[src/hw/rtl/m4cp_pkg.sv]
`default_nettype none
// ----------------------------------------------------------------------------
// m4cp_pkg
// Shared types and constants of the 4x4 fixed-point column product block.
// ----------------------------------------------------------------------------
package m4cp_pkg;

   localparam int DATA_WIDTH            = 32;
   localparam int PROD_WIDTH            = 2 * DATA_WIDTH;
   localparam int PAIR_WIDTH            = PROD_WIDTH + 1;
   localparam int SUM_WIDTH             = PROD_WIDTH + 2;
   localparam int DIM                   = 4;
   localparam int FRACTION_BITS_DEFAULT = 16;

   typedef logic signed [DATA_WIDTH-1:0] word_type;
   typedef logic signed [PROD_WIDTH-1:0] prod_type;
   typedef logic signed [PAIR_WIDTH-1:0] pair_type;
   typedef logic signed [SUM_WIDTH-1:0]  sum_type;
   typedef logic [1:0]                   index_type;

   typedef enum logic [1:0] {
      CMD_LOAD     = 2'd0,
      CMD_MULTIPLY = 2'd1,
      CMD_POINT    = 2'd2
   } cmd_type;

   // Sideband that travels with each beat down the pipeline.
   typedef struct packed {
      index_type column;
   } tag_type;

endpackage
`default_nettype wire

[src/hw/rtl/m4cp_reduce.sv]
`default_nettype none
// ----------------------------------------------------------------------------
// m4cp_reduce
// Adds the four products of each row in two registered levels, then shifts
// out the fraction bits, saturates to 32 bits and holds the result beat.
// ----------------------------------------------------------------------------
module m4cp_reduce #(
   parameter int FRACTION_BITS = m4cp_pkg::FRACTION_BITS_DEFAULT
) (
   input  logic               clock,
   input  logic               reset,
   input  logic               in_valid,
   output logic               in_ready,
   input  m4cp_pkg::tag_type  in_tag,
   input  m4cp_pkg::prod_type in_prod [m4cp_pkg::DIM][m4cp_pkg::DIM],
   output logic               out_valid,
   input  logic               out_ready,
   output m4cp_pkg::tag_type  out_tag,
   output m4cp_pkg::word_type out_res [m4cp_pkg::DIM],
   output logic               out_overflow
);
   import m4cp_pkg::*;

   pair_type pair_ff [DIM][2];
   sum_type  sum_ff [DIM];
   sum_type  shifted [DIM];
   word_type res_ff [DIM];
   word_type res_in [DIM];
   logic     row_ovf [DIM];
   logic     overflow_ff;
   logic     overflow_in;
   tag_type  pair_tag_ff;
   tag_type  sum_tag_ff;
   tag_type  res_tag_ff;
   logic     pair_valid_ff;
   logic     sum_valid_ff;
   logic     res_valid_ff;
   logic     pair_ready;
   logic     sum_ready;
   logic     res_ready;

   assign res_ready  = !res_valid_ff || out_ready;
   assign sum_ready  = !sum_valid_ff || res_ready;
   assign pair_ready = !pair_valid_ff || sum_ready;
   assign in_ready   = pair_ready;

   always_comb begin
      overflow_in = 1'b0;
      for (int r = 0; r < DIM; r++) begin
         shifted[r] = sum_ff[r] >>> FRACTION_BITS;
         row_ovf[r] = (shifted[r][SUM_WIDTH-1:DATA_WIDTH-1] != '0)
                   && (shifted[r][SUM_WIDTH-1:DATA_WIDTH-1] != '1);
         if (row_ovf[r]) begin
            res_in[r] = shifted[r][SUM_WIDTH-1] ? {1'b1, {(DATA_WIDTH-1){1'b0}}}
                                                : {1'b0, {(DATA_WIDTH-1){1'b1}}};
         end else begin
            res_in[r] = shifted[r][DATA_WIDTH-1:0];
         end
         overflow_in = overflow_in | row_ovf[r];
      end
   end

   always_ff @(posedge clock) begin
      if (in_valid && pair_ready) begin
         for (int r = 0; r < DIM; r++) begin
            pair_ff[r][0] <= PAIR_WIDTH'(in_prod[r][0]) + PAIR_WIDTH'(in_prod[r][1]);
            pair_ff[r][1] <= PAIR_WIDTH'(in_prod[r][2]) + PAIR_WIDTH'(in_prod[r][3]);
         end
         pair_tag_ff <= in_tag;
      end
      if (pair_valid_ff && sum_ready) begin
         for (int r = 0; r < DIM; r++) begin
            sum_ff[r] <= SUM_WIDTH'(pair_ff[r][0]) + SUM_WIDTH'(pair_ff[r][1]);
         end
         sum_tag_ff <= pair_tag_ff;
      end
      if (sum_valid_ff && res_ready) begin
         res_ff      <= res_in;
         overflow_ff <= overflow_in;
         res_tag_ff  <= sum_tag_ff;
      end
   end

   always_ff @(posedge clock) begin
      if (reset) begin
         pair_valid_ff <= 1'b0;
         sum_valid_ff  <= 1'b0;
         res_valid_ff  <= 1'b0;
      end else begin
         if (pair_ready) begin
            pair_valid_ff <= in_valid;
         end
         if (sum_ready) begin
            sum_valid_ff <= pair_valid_ff;
         end
         if (res_ready) begin
            res_valid_ff <= sum_valid_ff;
         end
      end
   end

   assign out_valid    = res_valid_ff;
   assign out_tag      = res_tag_ff;
   assign out_res      = res_ff;
   assign out_overflow = overflow_ff;

endmodule
`default_nettype wire

[config.mk]
export PLATFORM = sky130hd
export DESIGN_NAME = m4cp_reduce
export DESIGN_NICKNAME = d
export VERILOG_FILES = /design/src/hw/rtl/m4cp_pkg.sv /design/src/hw/rtl/m4cp_reduce.sv
export SDC_FILE = /design/constraint.sdc
export NUM_CORES = 2
export LEC_CHECK = 0
export BUFFER_PORTS_ARGS = -buffer_cell sky130_fd_sc_hd__buf_4
export CAP_MARGIN = 20
export CORE_AREA = 5 5 456 458
export CTS_BUF_LIST = sky130_fd_sc_hd__clkbuf_8
export DETAILED_ROUTE_END_ITERATION = 12
export DIE_AREA = 0 0 461 463
export PLACE_DENSITY_LB_ADDON = 0.05
export SYNTH_ARGS = -nofsm -noshare
export SYNTH_HDL_FRONTEND = slang
export SYNTH_SLANG_ARGS = --single-unit
[constraint.sdc]
create_clock -name clock -period 33.1 [get_ports clock]
set_clock_uncertainty 0.2 [all_clocks]
set_input_delay 3.31 -clock clock [delete_from_list [all_inputs] [get_ports clock]]
set_output_delay 3.31 -clock clock [all_outputs]
set_load 0.01 [all_outputs]
* Yosys cells after proc, flatten, opt, wreduce, memory -nomap -nowiden
Memory sizes are Yosys's and may differ from the RTL's. Cells that the tools add are included.
Word-level totals: register bits after elaboration 138, latch bits 0, bits in writable memories 784, memories kept 2, bits in read-only memories 0, output and inout bits 133, bits of input ports 1030
Memory list:
- pair_ff | depth 4, width 130, read ports 4, clocked after memory_dff 0, write ports 4, RTL line m4cp_reduce.sv:24 | pair_type pair_ff [DIM][2];
- sum_ff | depth 4, width 66, read ports 4, clocked after memory_dff 0, write ports 4, RTL line m4cp_reduce.sv:25 | sum_type sum_ff [DIM];
Cells by class: div/mod/pow operators 0, reductions and logical operators 17, $add $sub $neg 12, mux-type cells 12, shift operators 0, equal/unequal tests 4, bitwise logic cells 3, order comparisons 0, multiply operators 0
Operators with widths (count):
- 64-bit by 64-bit adder with 65-bit output | 8
- 65-bit by 65-bit adder with 66-bit output | 4
- 32-bit 2-to-1 mux | 8
- 35-bit != test, second input constant | 4
- 35-bit nonzero test | 4
- 1-bit logical AND | 7
- 1-bit 2-to-1 mux | 4
- 1-bit logical NOT | 3
- 1-bit logical OR | 3
- 1-bit OR | 3

* Longest topological paths before layout
word-level depth 7, depth in mapped cells 13, gate-level depth less buffers 13

* Least setup slack after synthesis
Ideal clock, no wire load.
path type input to register, from input port out_ready, to memory pair_ff[0][0] in the netlist's numbering, enable pin, stages on the path 2, slack 1.996 ns, buffers on the path 0, required time 31.178 ns, arrival time 29.182 ns, cell sequence nor2b_1 > a31oi_1
RTL lines:
- start: declaration | RTL line m4cp_reduce.sv:17 | input logic out_ready,
- end: declaration | RTL line m4cp_reduce.sv:24

* Worst setup path after layout
from input port out_ready, to output port in_ready
Between the ends: longest elaborated chain between the ends 3
Ends and longest elaborated chain:
- 1-bit logical OR | RTL line m4cp_reduce.sv:42 | assign res_ready = !res_valid_ff || out_ready;
- 1-bit logical OR | RTL line m4cp_reduce.sv:43 | assign sum_ready = !sum_valid_ff || res_ready;
- 1-bit logical OR | RTL line m4cp_reduce.sv:44 | assign pair_ready = !pair_valid_ff || sum_ready;
- end: declaration | RTL line m4cp_reduce.sv:13 | output logic in_ready,
Every way passes these cells.

==> summary.txt <==
Logic synthesis
  • EDFF count, synth: 855
  • XOR/XNOR Fraction of Synth Area: about 8.5%
  • Mux cell area share after synthesis: 0%
  • Avg Cell Area, Syn: 9.60 um2
  • Sequential fraction of the synthesis area: 37.8%
  • Largest family of logic cells by synthesized area: compound AO/OA/AOI/OAI gates
  • Ys flop type: edfxtp_1
  • Seq cells post-synth: 858
  • Syn nets: just under 9k
  • Synth Area in Simple Gates: around an eighth
  • Synth unique cells: 88
  • Post-synth ARST share: 0%
  • Cell count after synthesis: between 7k and 8k
  • Ys Warns: 0
  • Adder-cell share of the synthesized area: 14.4%
  • Mapped cell area: approximately 68000 um2
  • Compound-Gate Fraction of Synth Area: around a quarter

Timing
  • Fin crit period: 7.87 ns
  • Finish-stage setup viols: 0
  • Max-slew violation count: 0
  • Least-Margin Pin Slew: approximately 1.2 ns
  • Final WS setup: 25.23 ns
  • Final Hold Vio Count: 0
  • Setup_tns: 0 ns
  • Max frequency: 127 MHz
  • Worst rel slew slack: 21.7%
  • RSZ-0062 raised after global routing: false
  • Final period util: a little under a quarter

Routing
  • Vias per cell: approximately 5.5
  • WL/cell: ~26 um
  • First drt pass iteration count: 6
  • DR vias: 60.7k
  • DRC violations left: 0
  • Initial DRC count: around 4.2k
  • Routed Antenna Nets: 0
  • Routed WL: 284000 um

Setup path
  • Worst Path Max Fanout: 6
  • Setup crit start kind: input port
  • Crit path arrival time: between 4 and 5 ns
  • WS Path Type: input port to output port
  • Crit. End Element: output port
  • Setup slack, reg-to-reg: roughly 29 ns
  • Required time worst endpoint: 29.59 ns

Finish
  • Most frequent cells in the layout: 1186 x buf_4, 855 x edfxtp_1, 850 x a21oi_1, 768 x ha_1, 537 x a21o_1
  • Fraction of layout cells with a size suffix above 1: around 18%
  • Layout net count: roughly 10k
  • Commonest non-fill, non-tap cell in the layout: buf_4
  • Area added between synthesis and finish: 21.5%
  • Fin area: slightly above 80000 um2

Clock network
  • Clk root buf: clkbuf_8
  • Reg clk slew, reported paths: ~0.05 ns
  • CTS tree: done
  • Setup Fix Bufs, Post-CTS: 0
  • Post_cts resized: 0
  • Clk_lat worst skew: around 0.93 ns
  • CTS Sinks: roughly 860
  • Max clock buf depth: 3
  • Hold buffers post-CTS: 0
  • CTS buffer count: between 150 and 200
  • Htree depth: 4

Floorplan
  • DIE WIDTH: 461 um
  • Die height: between 400 and 500 um
  • Initial core utilization: 33.4%
  • I/O pins: about 1.2k
  • Core ar.: slightly above 200000 um2
  • DIE AREA: roughly 210000 um2
  • Cell Rows: around 170

Place
  • Port bufs: 1162
  • Final RePlAce weighted congestion: 0.943
  • Place WS: approximately 25 ns
  • Placed inst area: a little under 80000 um2
  • DP HPWL: between 200000 and 250000 um

Run status
  • Status: complete, no violations

Global route
  • Initial antenna violation count: 49
  • Vias in the first global route: between 60k and 70k
  • Largest net degree at the start of global routing: 137
  • Gr usage total: about a quarter
  • Global-route wire length before repair: 407000 um
  • Grt ovf: 0

Flow run
  • Max_cap viols: 0

Power and ir drop
  • Pwr/cell area: roughly 53 nW/um2
  • Leak: roughly 35 nW
  • VDD IR max: around 0.036 mV

Min path
  • Hold WC Path Type: flip-flop to flip-flop
## cells in the mapped netlist (39+ instances only)
| master | count | share of area (%) |
|---|---|---|
| a31oi_1 | 92 | 0.85 |
| inv_1 | 188 | 1.0 |
| nor4_1 | 46 | 0.42 |
| o21bai_1 | 135 | 1.5 |
| nor3_1 | 105 | 0.77 |
| xor2_1 | 234 | 3.0 |
| and3_1 | 45 | 0.41 |
| nor2_1 | 390 | 2.2 |
| nor2b_1 | 97 | 0.89 |
| nand2_1 | 489 | 2.7 |
| a211oi_1 | 67 | 0.74 |
| ha_1 | 768 | 14 |
| o21a_1 | 84 | 0.93 |
| xnor2_1 | 423 | 5.4 |
| o21ai_1 | 39 | 0.29 |
| edfxtp_1 | 855 | 38 |
| o211ai_1 | 41 | 0.45 |
| nand2b_1 | 64 | 0.59 |
| a21oi_1 | 850 | 6.3 |
| clkbuf_1 | 286 | 1.6 |
| nand3_1 | 133 | 0.98 |
| o21ai_0 | 406 | 3.0 |
| nand4_1 | 232 | 2.1 |
| a21o_1 | 537 | 5.9 |
## critical path, stage by stage
cell     delay [ns]
buf_4          0.11
nor2b_1        0.57
nand3_1        0.19
buf_4          0.18
## through the flow
stage	util [%]	total power (W)	std cells	hold slack, ns
after global placement	39.0	0.00330	10700	0.207
final	40.6	0.00434	11000	0.217
after global routing	40.6	0.00461	11000	0.223
after CTS	40.6	0.00438	11000	0.220
after floorplan	-	0.00271	7091	0.200
after detailed placement	39.0	0.00329	10700	0.206
## routing by layer
layer  vias up  GRT usage (%)  routed length (um)
met5         -              0                  69
met4        10           10.6               12000
met3       397           3.97               14200
met2      1872           42.2              134000
met1     29200           33.1              124000
li1      29200              -                   -
## report_power, final
| group | internal [W] | leakage, nW | switching [W] | total (W) |
|---|---|---|---|---|
| clock network | 0.000566 | 1.78 | 0.000494 | 0.00106 |
| registers | 0.00147 | 8.23 | 0.0000858 | 0.00155 |
| logic | 0.000690 | 25.4 | 0.00104 | 0.00173 |
| total | 0.00272 | 35.4 | 0.00162 | 0.00434 |
## sequential cells by signal, indices dropped and copies added (netlist names)
signal and cells:
pair_ff 520, out_overflow 1, pair_valid_ff 1, sum_ff 200
pair_tag_ff 2, out_tag 2, sum_valid_ff 1, sum_tag_ff 2
out_valid 1, out_res 128
## layout make-up
cell class	instances	area [um2]
clock inverters	137	952
repair buffers	1188	8940
clock buffers	166	2280
diodes	32	80.1
multi-input cells	5752	40600
fillers	20400	121000
flip-flops and latches	858	25700
well taps	2688	3360
inverters	189	709
## path summary, 6_finish.rpt
| kind | startpoint | endpoint | cells past startpoint |
|---|---|---|---|
| worst max-delay path | out_ready | in_ready | 4 |
| worst min-delay path | sum_tag_ff[1]$_DFFE_PP_ | out_tag[1]$_DFFE_PP_ | 0 |
| worst max register to register | pair_ff[1][2]$_DFFE_PP_ | sum_ff[1][57]$_DFFE_PP_ | 12 |
| worst min register to register | sum_tag_ff[1]$_DFFE_PP_ | out_tag[1]$_DFFE_PP_ | 0 |
## cells by family (layout without fill, tap and decap cells)
logic type / count (synthesis) / after routing
AO/OA/AOI/OAI: 2595 / 2595
AND/OR/NAND/NOR: 1724 / 1724
flip-flops: 858 / 858
adder cells (fa/ha/maj): 776 / 776
XOR/XNOR: 657 / 657
buffers and inverters: 481 / 1680
other: 0 / 32
Note: power is estimated with default switching activity, not from simulation.
