### config.mk
export PLATFORM = sky130hd
export DESIGN_NAME = m4cp_matrix
export DESIGN_NICKNAME = d
export VERILOG_FILES = /design/src/hw/rtl/m4cp_pkg.sv /design/src/hw/rtl/m4cp_matrix.sv
export SDC_FILE = /design/constraint.sdc
export NUM_CORES = 1
export LEC_CHECK = 0
export BUFFER_PORTS_ARGS = -buffer_cell sky130_fd_sc_hd__buf_2
export CAP_MARGIN = 20
export CORE_AREA = 2 2 448 450
export DETAILED_ROUTE_END_ITERATION = 8
export DIE_AREA = 0 0 450 452
export SETUP_SLACK_MARGIN = 0.5
export SYNTH_ARGS = -nofsm -noshare
export SYNTH_HDL_FRONTEND = slang
export SYNTH_SLANG_ARGS = --single-unit
### constraint.sdc
create_clock -name clock -period 20.6 [get_ports clock]
set_clock_uncertainty 0.1 [all_clocks]
set_input_delay 4.12 -clock clock [delete_from_list [all_inputs] [get_ports clock]]
set_output_delay 4.12 -clock clock [all_outputs]
set_load 0.005 [all_outputs]
### src/hw/rtl/m4cp_pkg.sv
`default_nettype none
// ----------------------------------------------------------------------------
// m4cp_pkg
// Shared types and constants of the 4x4 fixed-point column product block.
// ----------------------------------------------------------------------------
package m4cp_pkg;

   localparam int DATA_WIDTH            = 32;
   localparam int PROD_WIDTH            = 2 * DATA_WIDTH;
   localparam int PAIR_WIDTH            = PROD_WIDTH + 1;
   localparam int SUM_WIDTH             = PROD_WIDTH + 2;
   localparam int DIM                   = 4;
   localparam int FRACTION_BITS_DEFAULT = 16;

   typedef logic signed [DATA_WIDTH-1:0] word_type;
   typedef logic signed [PROD_WIDTH-1:0] prod_type;
   typedef logic signed [PAIR_WIDTH-1:0] pair_type;
   typedef logic signed [SUM_WIDTH-1:0]  sum_type;
   typedef logic [1:0]                   index_type;

   typedef enum logic [1:0] {
      CMD_LOAD     = 2'd0,
      CMD_MULTIPLY = 2'd1,
      CMD_POINT    = 2'd2
   } cmd_type;

   // Sideband that travels with each beat down the pipeline.
   typedef struct packed {
      index_type column;
   } tag_type;

endpackage
`default_nettype wire

### src/hw/rtl/m4cp_matrix.sv
`default_nettype none
// ----------------------------------------------------------------------------
// m4cp_matrix
// Holds the left matrix and registers the sixteen multiplier operand pairs
// for each multiply or point beat.
// ----------------------------------------------------------------------------
module m4cp_matrix #(
   parameter int FRACTION_BITS = m4cp_pkg::FRACTION_BITS_DEFAULT
) (
   input  logic                clock,
   input  logic                reset,
   input  logic                in_valid,
   output logic                in_ready,
   input  logic [1:0]          in_cmd,
   input  m4cp_pkg::index_type in_column,
   input  m4cp_pkg::word_type  in_elem [m4cp_pkg::DIM],
   output logic                out_valid,
   input  logic                out_ready,
   output m4cp_pkg::tag_type   out_tag,
   output m4cp_pkg::word_type  out_a [m4cp_pkg::DIM][m4cp_pkg::DIM],
   output m4cp_pkg::word_type  out_b [m4cp_pkg::DIM][m4cp_pkg::DIM]
);
   import m4cp_pkg::*;

   localparam word_type ONE = DATA_WIDTH'(1) << FRACTION_BITS;

   word_type matrix_ff [DIM][DIM];
   word_type a_ff [DIM][DIM];
   word_type b_ff [DIM][DIM];
   word_type a_in [DIM][DIM];
   word_type b_in [DIM][DIM];
   tag_type  tag_ff;
   tag_type  tag_in;
   logic     valid_ff;
   logic     accept;
   logic     is_mul;
   logic     is_point;

   assign in_ready = !valid_ff || out_ready;
   assign accept   = in_valid && in_ready;
   assign is_mul   = (in_cmd == CMD_MULTIPLY);
   assign is_point = (in_cmd == CMD_POINT);

   always_comb begin
      for (int r = 0; r < DIM; r++) begin
         for (int k = 0; k < DIM; k++) begin
            if (is_mul) begin
               a_in[r][k] = matrix_ff[k][r];
               b_in[r][k] = in_elem[k];
            end else begin
               a_in[r][k] = (r < DIM - 1) ? matrix_ff[r][k] : '0;
               b_in[r][k] = (k < DIM - 1) ? in_elem[k] : ONE;
            end
         end
      end
      tag_in.column = is_mul ? in_column : '0;
   end

   always_ff @(posedge clock) begin
      if (accept && (in_cmd == CMD_LOAD)) begin
         for (int k = 0; k < DIM; k++) begin
            matrix_ff[in_column][k] <= in_elem[k];
         end
      end
      if (accept) begin
         a_ff   <= a_in;
         b_ff   <= b_in;
         tag_ff <= tag_in;
      end
   end

   always_ff @(posedge clock) begin
      if (reset) begin
         valid_ff <= 1'b0;
      end else if (in_ready) begin
         valid_ff <= in_valid && (is_mul || is_point);
      end
   end

   assign out_valid = valid_ff;
   assign out_tag   = tag_ff;
   assign out_a     = a_ff;
   assign out_b     = b_ff;

endmodule
`default_nettype wire

### Word-level counts from Yosys, hierarchy flattened

Memories as Yosys holds them, arrays and structs flattened.
Index checks and enable logic that the tools add are counted.

| word-level totals | value |
|---|---|
| bits in latches | 0 |
| word-level logic and storage cells | 43 |
| output and inout bits | 1028 |
| memories | 1 |
| RAM bits | 512 |
| flip-flop bits (word level) | 643 |
| bits of input ports | 136 |
| bits in read-only memories | 0 |

| operators by class | value |
|---|---|
| bitwise operators | 0 |
| $lt $le $gt $ge | 0 |
| multipliers | 0 |
| reduce and logical (&&, ||, !) cells | 7 |
| div/mod/pow operators | 0 |
| $add $sub $neg | 0 |
| equality and inequality tests | 2 |
| muxes and demuxes | 11 |
| shift operators | 0 |

Memory list:

| name | words | width | rd ports | clocked after memory_dff | wr ports | line | RTL |
|---|---|---|---|---|---|---|---|
| matrix_ff | 4 | 128 | 4 | 0 | 1 | m4cp_matrix.sv:27 | `word_type matrix_ff [DIM][DIM];` |

Operators by type and width:

| operator | number |
|---|---|
| 32-bit 2-to-1 mux | 9 |
| 1-bit logical AND | 3 |
| 2-bit by 1-bit == test with 1-bit output (second input constant) | 1 |
| 2-bit == test (second input constant) | 1 |
| 2-bit logical NOT | 1 |
| 1-bit logical OR | 2 |
| 1-bit 2-to-1 mux | 2 |
| 1-bit logical NOT | 1 |

### Depth between registers and ports, before layout

Gate-level depths: netlist of run 1.

| depth | value |
|---|---|
| depth in word-level cells | 6 |
| gate-level depth with buffers | 6 |
| depth with buffers taken out | 4 |

### Worst setup path after synthesis of run 1

No wires, ideal clock.

| timing | value |
|---|---|
| path type | input to register |
| start | input port out_ready |
| end | register, netlist name out_a[0] |
| buffers on the path | 0 |
| data required time | 19.408 ns |
| path slack | 0.663 ns |
| setup time | 1.092 ns |
| cell stages on the path | 3 |
| data arrival time | 18.745 ns |
| cells stage by stage | nor2b_1 -> inv_1 -> and2_1 |

| on the way | value |
|---|---|
| longest elaborated chain between the ends | 2 |

RTL lines:

| what | line | RTL |
|---|---|---|
| start: declaration | m4cp_matrix.sv:18 | `input logic out_ready,` |
| 1-bit logical OR | m4cp_matrix.sv:39 | `assign in_ready = !valid_ff \|\| out_ready;` |
| via in_ready | m4cp_matrix.sv:13 | `output logic in_ready,` |
| 1-bit logical AND | m4cp_matrix.sv:40 | `assign accept = in_valid && in_ready;` |
| via accept | m4cp_matrix.sv:35 | `logic accept;` |

The timed path passes the listed nets, and every way through them passes these cells.
A chain may end at the register's enable or synchronous reset.

### Worst setup path in the final report of run 1

| timing | value |
|---|---|
| start | input port out_ready |
| end | output port in_ready |

| on the way | value |
|---|---|
| longest elaborated chain between the ends | 1 |

RTL lines:

| what | line |
|---|---|
| 1-bit logical OR | m4cp_matrix.sv:39 |
| end: declaration | m4cp_matrix.sv:13 |

No other way between the ends.

==> flow_summary.yaml, run 1 <==
status:
  status: "complete, no violations"
drt:
  drt-total-wl_mm: 136
  vias: 21700
  drtAntennaViolNets: 0
  via_per_inst: 3.79
  drc_errors: 0
  drt_iter0_drc: 1981
  firstDrtPassIters: 5
  avgRoutedWirePerCell_um: 23.9
worst_setup_path:
  cp_cell_sequence: "buf_2 > nor2b_1 > inv_1 > buf_2"
  crit_type: "in2out"
  worstSetupStartpointType: "primary input"
  crit_required_ns: 16.38
  worst-path-max-fanout: 5
  regToRegEndpoint: "out_a[395]$_DFFE_PP_"
  cp.arrival_ns: 5.41
  path_buf_inv: 3
  crit_path_frequent_cell: "buf_2"
  critPathSlowestCell: "nor2b_1"
  rrSetupSlack_ns: 15.74
  r2r_cells: 7
  slowest_delay_ns: 0.60
  setup.worst_path.end_class: "output port"
  cpLargestDelayFamily: "buffers and inverters"
  timing.rr.start: "out_valid$_SDFFE_PP0P_"
min_path:
  hold_class: "reg2reg"
  hold_start: "matrix_ff[0][121]$_DFFE_PP_"
  hold_end: "out_a[505]$_DFFE_PP_"
  worstHoldPathCells: 0
place:
  place_ws_ns: 10.93
  io_buffers: 1163
  place.gp.congestion: 0.928
  dpl_cell_area_mm2: 0.0492
  dpl.hpwl_mm: 99.2
sta:
  final_max_slew_viol_count: 0
  min_period_over_period: 0.467
  timing.slew.headroom: 0.247
  tightest_slew_ns: 1.13
  max_freq_ghz: 0.104
  finalHoldViolations: 0
  setup_violations: 0
  period_needed_ns: 9.63
  rsz0062_at_grt: "false"
  setup_tns_ns: 0
  worst_slack_ns: 10.97
floorplanning:
  die-area_mm2: 0.203
  initial_core_util: 0.217
  die_x_um: 450
  fp.dieH_um: 452
  io_pins: 1164
  row_count: 164
  fp.coreArea_mm2: 0.199
global_route:
  grt_max_degree: 176
  track_usage: 0.127
  grt_pass1_wl_mm: 177
  first_global_vias: 20500
  grt_remaining_overflow: 0
  antenna_found_initial: 24
finish:
  drive_gt1_frac: 0.546
  areaGrowthSynthToFinish_pct: 23.6
  final_cell_mix: "buf_2 (1163), edfxtp_1 (1154), mux2_4 (200)"
  layout.nets: 3083
  fin_area_mm2: 0.0533
  final_common_cell: "buf_2"
pwr:
  cellPowerDensity_mw_per_mm2: 98.9
  total_leakage_power_uw: 0.0201
  vdd_drop_max_uv: 69.4
  power_uw: 5270
synthesis:
  syn-instance-count: 2054
  yosysTopAreaCell: "edfxtp_1"
  synth_seq_cells: 1155
  yosysUniqueCellTypes: 21
  yosysWarningCount: 0
  synth_top_cell_area_share: 0.804
  syn_nets: 2192
  syn_area_per_cell_um2: 21.0
  yosysSeqAreaShare: 0.805
  syn_area_mm2: 0.0431
  synth_area_leaders: "edfxtp_1 (80%), mux2_4 (7.0%), buf_4 (6.7%)"
cts:
  cts-resized-gates: 0
  cts.sinks: 1155
  cts.clk_slew.worst_paths_ns: 0.06
  root_buffer: "clkbuf_16"
  cts_tree: "built"
  clock_latency_ns: 0.79
  cts_max_level: 4
  clock_path_buffers: 3
  cts_buffers: 130
  cts_setup_buffers: 0
  cts_hold_buf: 0
flow_run:
  maxCapViolCount: 0
## Yosys cell counts
| cell type | number |
|---|---|
| nor4b_1 | 2 |
| inv_1 | 3 |
| buf_4 | 384 |
| buf_6 | 27 |
| nand2_1 | 3 |
| nor2b_1 | 1 |
| mux2_2 | 86 |
| buf_2 | 6 |
| ha_1 | 2 |
| a21oi_1 | 1 |
| clkbuf_1 | 6 |
| mux2_1 | 2 |
| edfxtp_1 | 1154 |
| nor4_1 | 1 |
| dfxtp_1 | 1 |
| buf_8 | 1 |
| mux2_4 | 200 |
| clkbuf_2 | 10 |
| and2_1 | 162 |
| nor3_1 | 1 |
| nand2b_1 | 1 |
## logic make-up (layout without fill, tap and decap cells)
group | count (synthesis) | after routing | synth area share
buf+inv | 437 | 1425 | 0.0770
flops | 1155 | 1155 | 0.805
compound gates | 1 | 1 | 0.000116
other cells | 0 | 9 | 0
mux | 288 | 288 | 0.0927
fa+ha+maj | 2 | 2 | 0.000581
simple gates | 171 | 171 | 0.0247
## stage by stage
stage | utilization | cells | hold WS (ns)
2_1_floorplan | - | 2054 | 0.300
3_3_place_gp | 0.248 | 5469 | 0.301
3_5_place_dp | 0.248 | 5469 | 0.305
4_1_cts | 0.268 | 5698 | 0.302
5_1_grt | 0.268 | 5700 | 0.316
6_report | 0.268 | 5707 | 0.301
## report_power, final
group	switching [uW]	leakage [uW]	internal (uW)	total, uW
Combinational	186	0.00717	119	305
Clock	988	0.00195	1230	2220
Sequential	57.5	0.0110	2680	2740
## final cells by class
cell class / count / area, um^2
repair buffers: 1193 / 6060
clock inverters: 66 / 618
fillers: 20000 / 145000
multi-input cells: 462 / 5130
flip-flops and latches: 1155 / 34700
clock buffers: 163 / 3420
diodes: 9 / 22.5
inverters: 3 / 11.3
well taps: 2656 / 3320
## how the worst max path moves through the flow
stage               startpoint                      to  slack (ns)  cells past startpoint
global route         out_ready                in_ready       10.93                      4
CTS                  out_ready                in_ready       10.93                      4
finish               out_ready                in_ready       10.97                      4
detailed placement   out_ready                in_ready       10.93                      4
global placement     out_ready                in_ready       10.95                      4
floorplan            out_ready  out_a[0]$_SDFFCE_PN0P_        0.66                      3
## registers in the layout, indices dropped and copies added (netlist names)
signal / flops
matrix_ff: 512
out_a: 512
out_b: 128
out_tag: 2
out_valid: 1
## metal layers
metal,vias to the layer above,wire (um),global-route usage
met1,11300,51600,0.149
met2,1031,69700,0.218
met4,6,5500,0.0571
li1,9137,-,-
met3,229,9380,0.0352
met5,-,41,0
No activity file was read; power rests on OpenSTA's default activity.
==> inputs of run 2 (changes only) <==
- clock period: 20.6 -> 8.6 ns (I/O delays scaled with it)
==> run 2 against run 1 <==
  * Clock-buffer cell count is 29 lower
  * Worst hold slack worse by 0.022 ns
  * Worst setup slack worse by 7.0 ns
  * Combinational power is 140% higher
  * Wire length is 0.64% lower
  * Cell count is 0.11% lower
  * Clock power is 140% higher
  * Sequential share of layout area is 0.22 points lower
  * Register-to-register slack worse by 11 ns
  * Core utilization is 0.091 points higher
  * First-iteration DRC count is 2.3% lower
  * Critical path depth stayed put
  * Critical path type unchanged
==> flow_summary.yaml, run 2 (same netlist as run 1, synthesis figures left out) <==
place:
  dpl_cell_area_mm2: 0.0493
  place.gp.congestion: 0.941
  io_buffers: 1163
  dpl.hpwl_mm: 98.9
  place_ws_ns: 3.65
worst_setup_path:
  crit_type: "in2out"
  r2r_cells: 5
  worstSetupStartpointType: "primary input"
  rrSetupSlack_ns: 5.08
  critPathSlowestCell: "nor2b_1"
  crit_required_ns: 6.78
  timing.rr.start: "out_valid$_SDFFE_PP0P_"
  path_buf_inv: 3
  regToRegEndpoint: "out_a[340]$_DFFE_PP_"
  crit_path_frequent_cell: "buf_2"
  cp_cell_sequence: "buf_2 > nor2b_1 > inv_1 > buf_2"
  slowest_delay_ns: 0.63
  cp-endpoint: "in_ready"
  worst-path-max-fanout: 5
  setup.worst_path.end_class: "output port"
  critPathLaunch: "out_ready"
  cp.arrival_ns: 2.83
  cpLargestDelayFamily: "simple AND/OR/NAND/NOR gates"
  path_depth: 4
pwr:
  total_leakage_power_uw: 0.0202
  cellPowerDensity_mw_per_mm2: 238
  vdd_drop_max_uv: 197
finish:
  drive_gt1_frac: 0.552
  layout.nets: 3072
  areaGrowthSynthToFinish_pct: 24.0
  final_cell_mix: "buf_2 (1163), edfxtp_1 (1154), mux2_4 (200)"
  final_common_cell: "buf_2"
  fin_area_mm2: 0.0534
cts:
  clock_latency_ns: 0.78
  clock_path_buffers: 3
  cts_tree: "built"
  cts_buffers: 118
  cts.clk_slew.worst_paths_ns: 0.06
  cts-resized-gates: 0
  root_buffer: "clkbuf_16"
  cts.sinks: 1155
  cts_setup_buffers: 0
  cts_max_level: 3
  cts_hold_buf: 0
global_route:
  antenna_found_initial: 23
  grt_max_degree: 163
  grt_remaining_overflow: 0
  grt_pass1_wl_mm: 176
  first_global_vias: 20200
  track_usage: 0.126
sta:
  timing.slew.headroom: 0.222
  tightest_slew_ns: 1.17
  final_max_slew_viol_count: 0
  finalHoldViolations: 0
  max_freq_ghz: 0.215
  rsz0062_at_grt: "false"
  setup_violations: 0
  period_needed_ns: 4.65
  min_period_over_period: 0.541
  worst_slack_ns: 3.95
  whs_ns: 0.279
drt:
  drc_errors: 0
  via_per_inst: 3.79
  drt-total-wl_mm: 135
  drt_iter0_drc: 1936
  drtAntennaViolNets: 0
  vias: 21600
  avgRoutedWirePerCell_um: 23.7
  firstDrtPassIters: 5
status:
  status: "complete, no violations"
floorplanning:
  fp.coreArea_mm2: 0.199
  row_count: 164
  initial_core_util: 0.217
  fp.dieH_um: 452
  io_pins: 1164
  die_x_um: 450
  die-area_mm2: 0.203
flow_run:
  maxCapViolCount: 0
min_path:
  hold_class: "reg2reg"
-- run 2: per-stage QoR --
step	utilization	power [uW]	cells	TNS, ns
after floorplan	-	7040	2054	-430.16
after global placement	0.248	7430	5470	0
after detailed placement	0.248	7440	5470	0
after CTS	0.269	12900	5689	0
after global routing	0.269	13100	5690	0
final	0.269	12700	5701	0
-- run 2: cell type report --
cell class | instances | area, um^2
Timing Repair Buffer | 1194 | 6130
Multi-Input combinational cell | 462 | 5160
Inverter | 3 | 11.3
Clock buffer | 134 | 3010
Clock inverter | 85 | 1090
Fill cell | 20000 | 145000
Sequential cell | 1155 | 34700
Tap cell | 2656 | 3320
Antenna cell | 12 | 30.0
-- run 2: routing by layer --
metal	wire length, um	vias up	global-route usage
met1	50300	11200	0.149
li1	-	9124	-
met3	11700	167	0.0340
met2	69200	1110	0.219
met5	13	-	0
met4	4190	2	0.0447
-- run 2: worst min-delay path by stage --
stage	start	endpoint	slack, ns	cells after the start
floorplan	matrix_ff[2][32]$_DFFE_PP_	out_a[160]$_DFFE_PP_	0.30	0
global placement	matrix_ff[1][64]$_DFFE_PP_	out_a[320]$_DFFE_PP_	0.30	0
detailed placement	matrix_ff[2][38]$_DFFE_PP_	out_a[166]$_DFFE_PP_	0.30	0
CTS	matrix_ff[2][52]$_DFFE_PP_	out_a[180]$_DFFE_PP_	0.26	0
global route	matrix_ff[2][52]$_DFFE_PP_	out_a[180]$_DFFE_PP_	0.28	0
finish	matrix_ff[2][52]$_DFFE_PP_	out_a[180]$_DFFE_PP_	0.28	0
-- run 2: worst reg2reg max path: cells and delay by family, from the launching register on --
family / cells / cell delay, ns
and+or+nand+nor: 2 / 0.96
DFF: 1 / 0.32
buffers and inverters: 3 / 1.70
-- run 2: power breakdown --
| group | total (uW) | internal, uW | switching [uW] |
|---|---|---|---|
| Combinational | 735 | 290 | 445 |
| Clock | 5400 | 3120 | 2280 |
| Sequential | 6570 | 6420 | 145 |
| Total | 12700 | 9830 | 2870 |
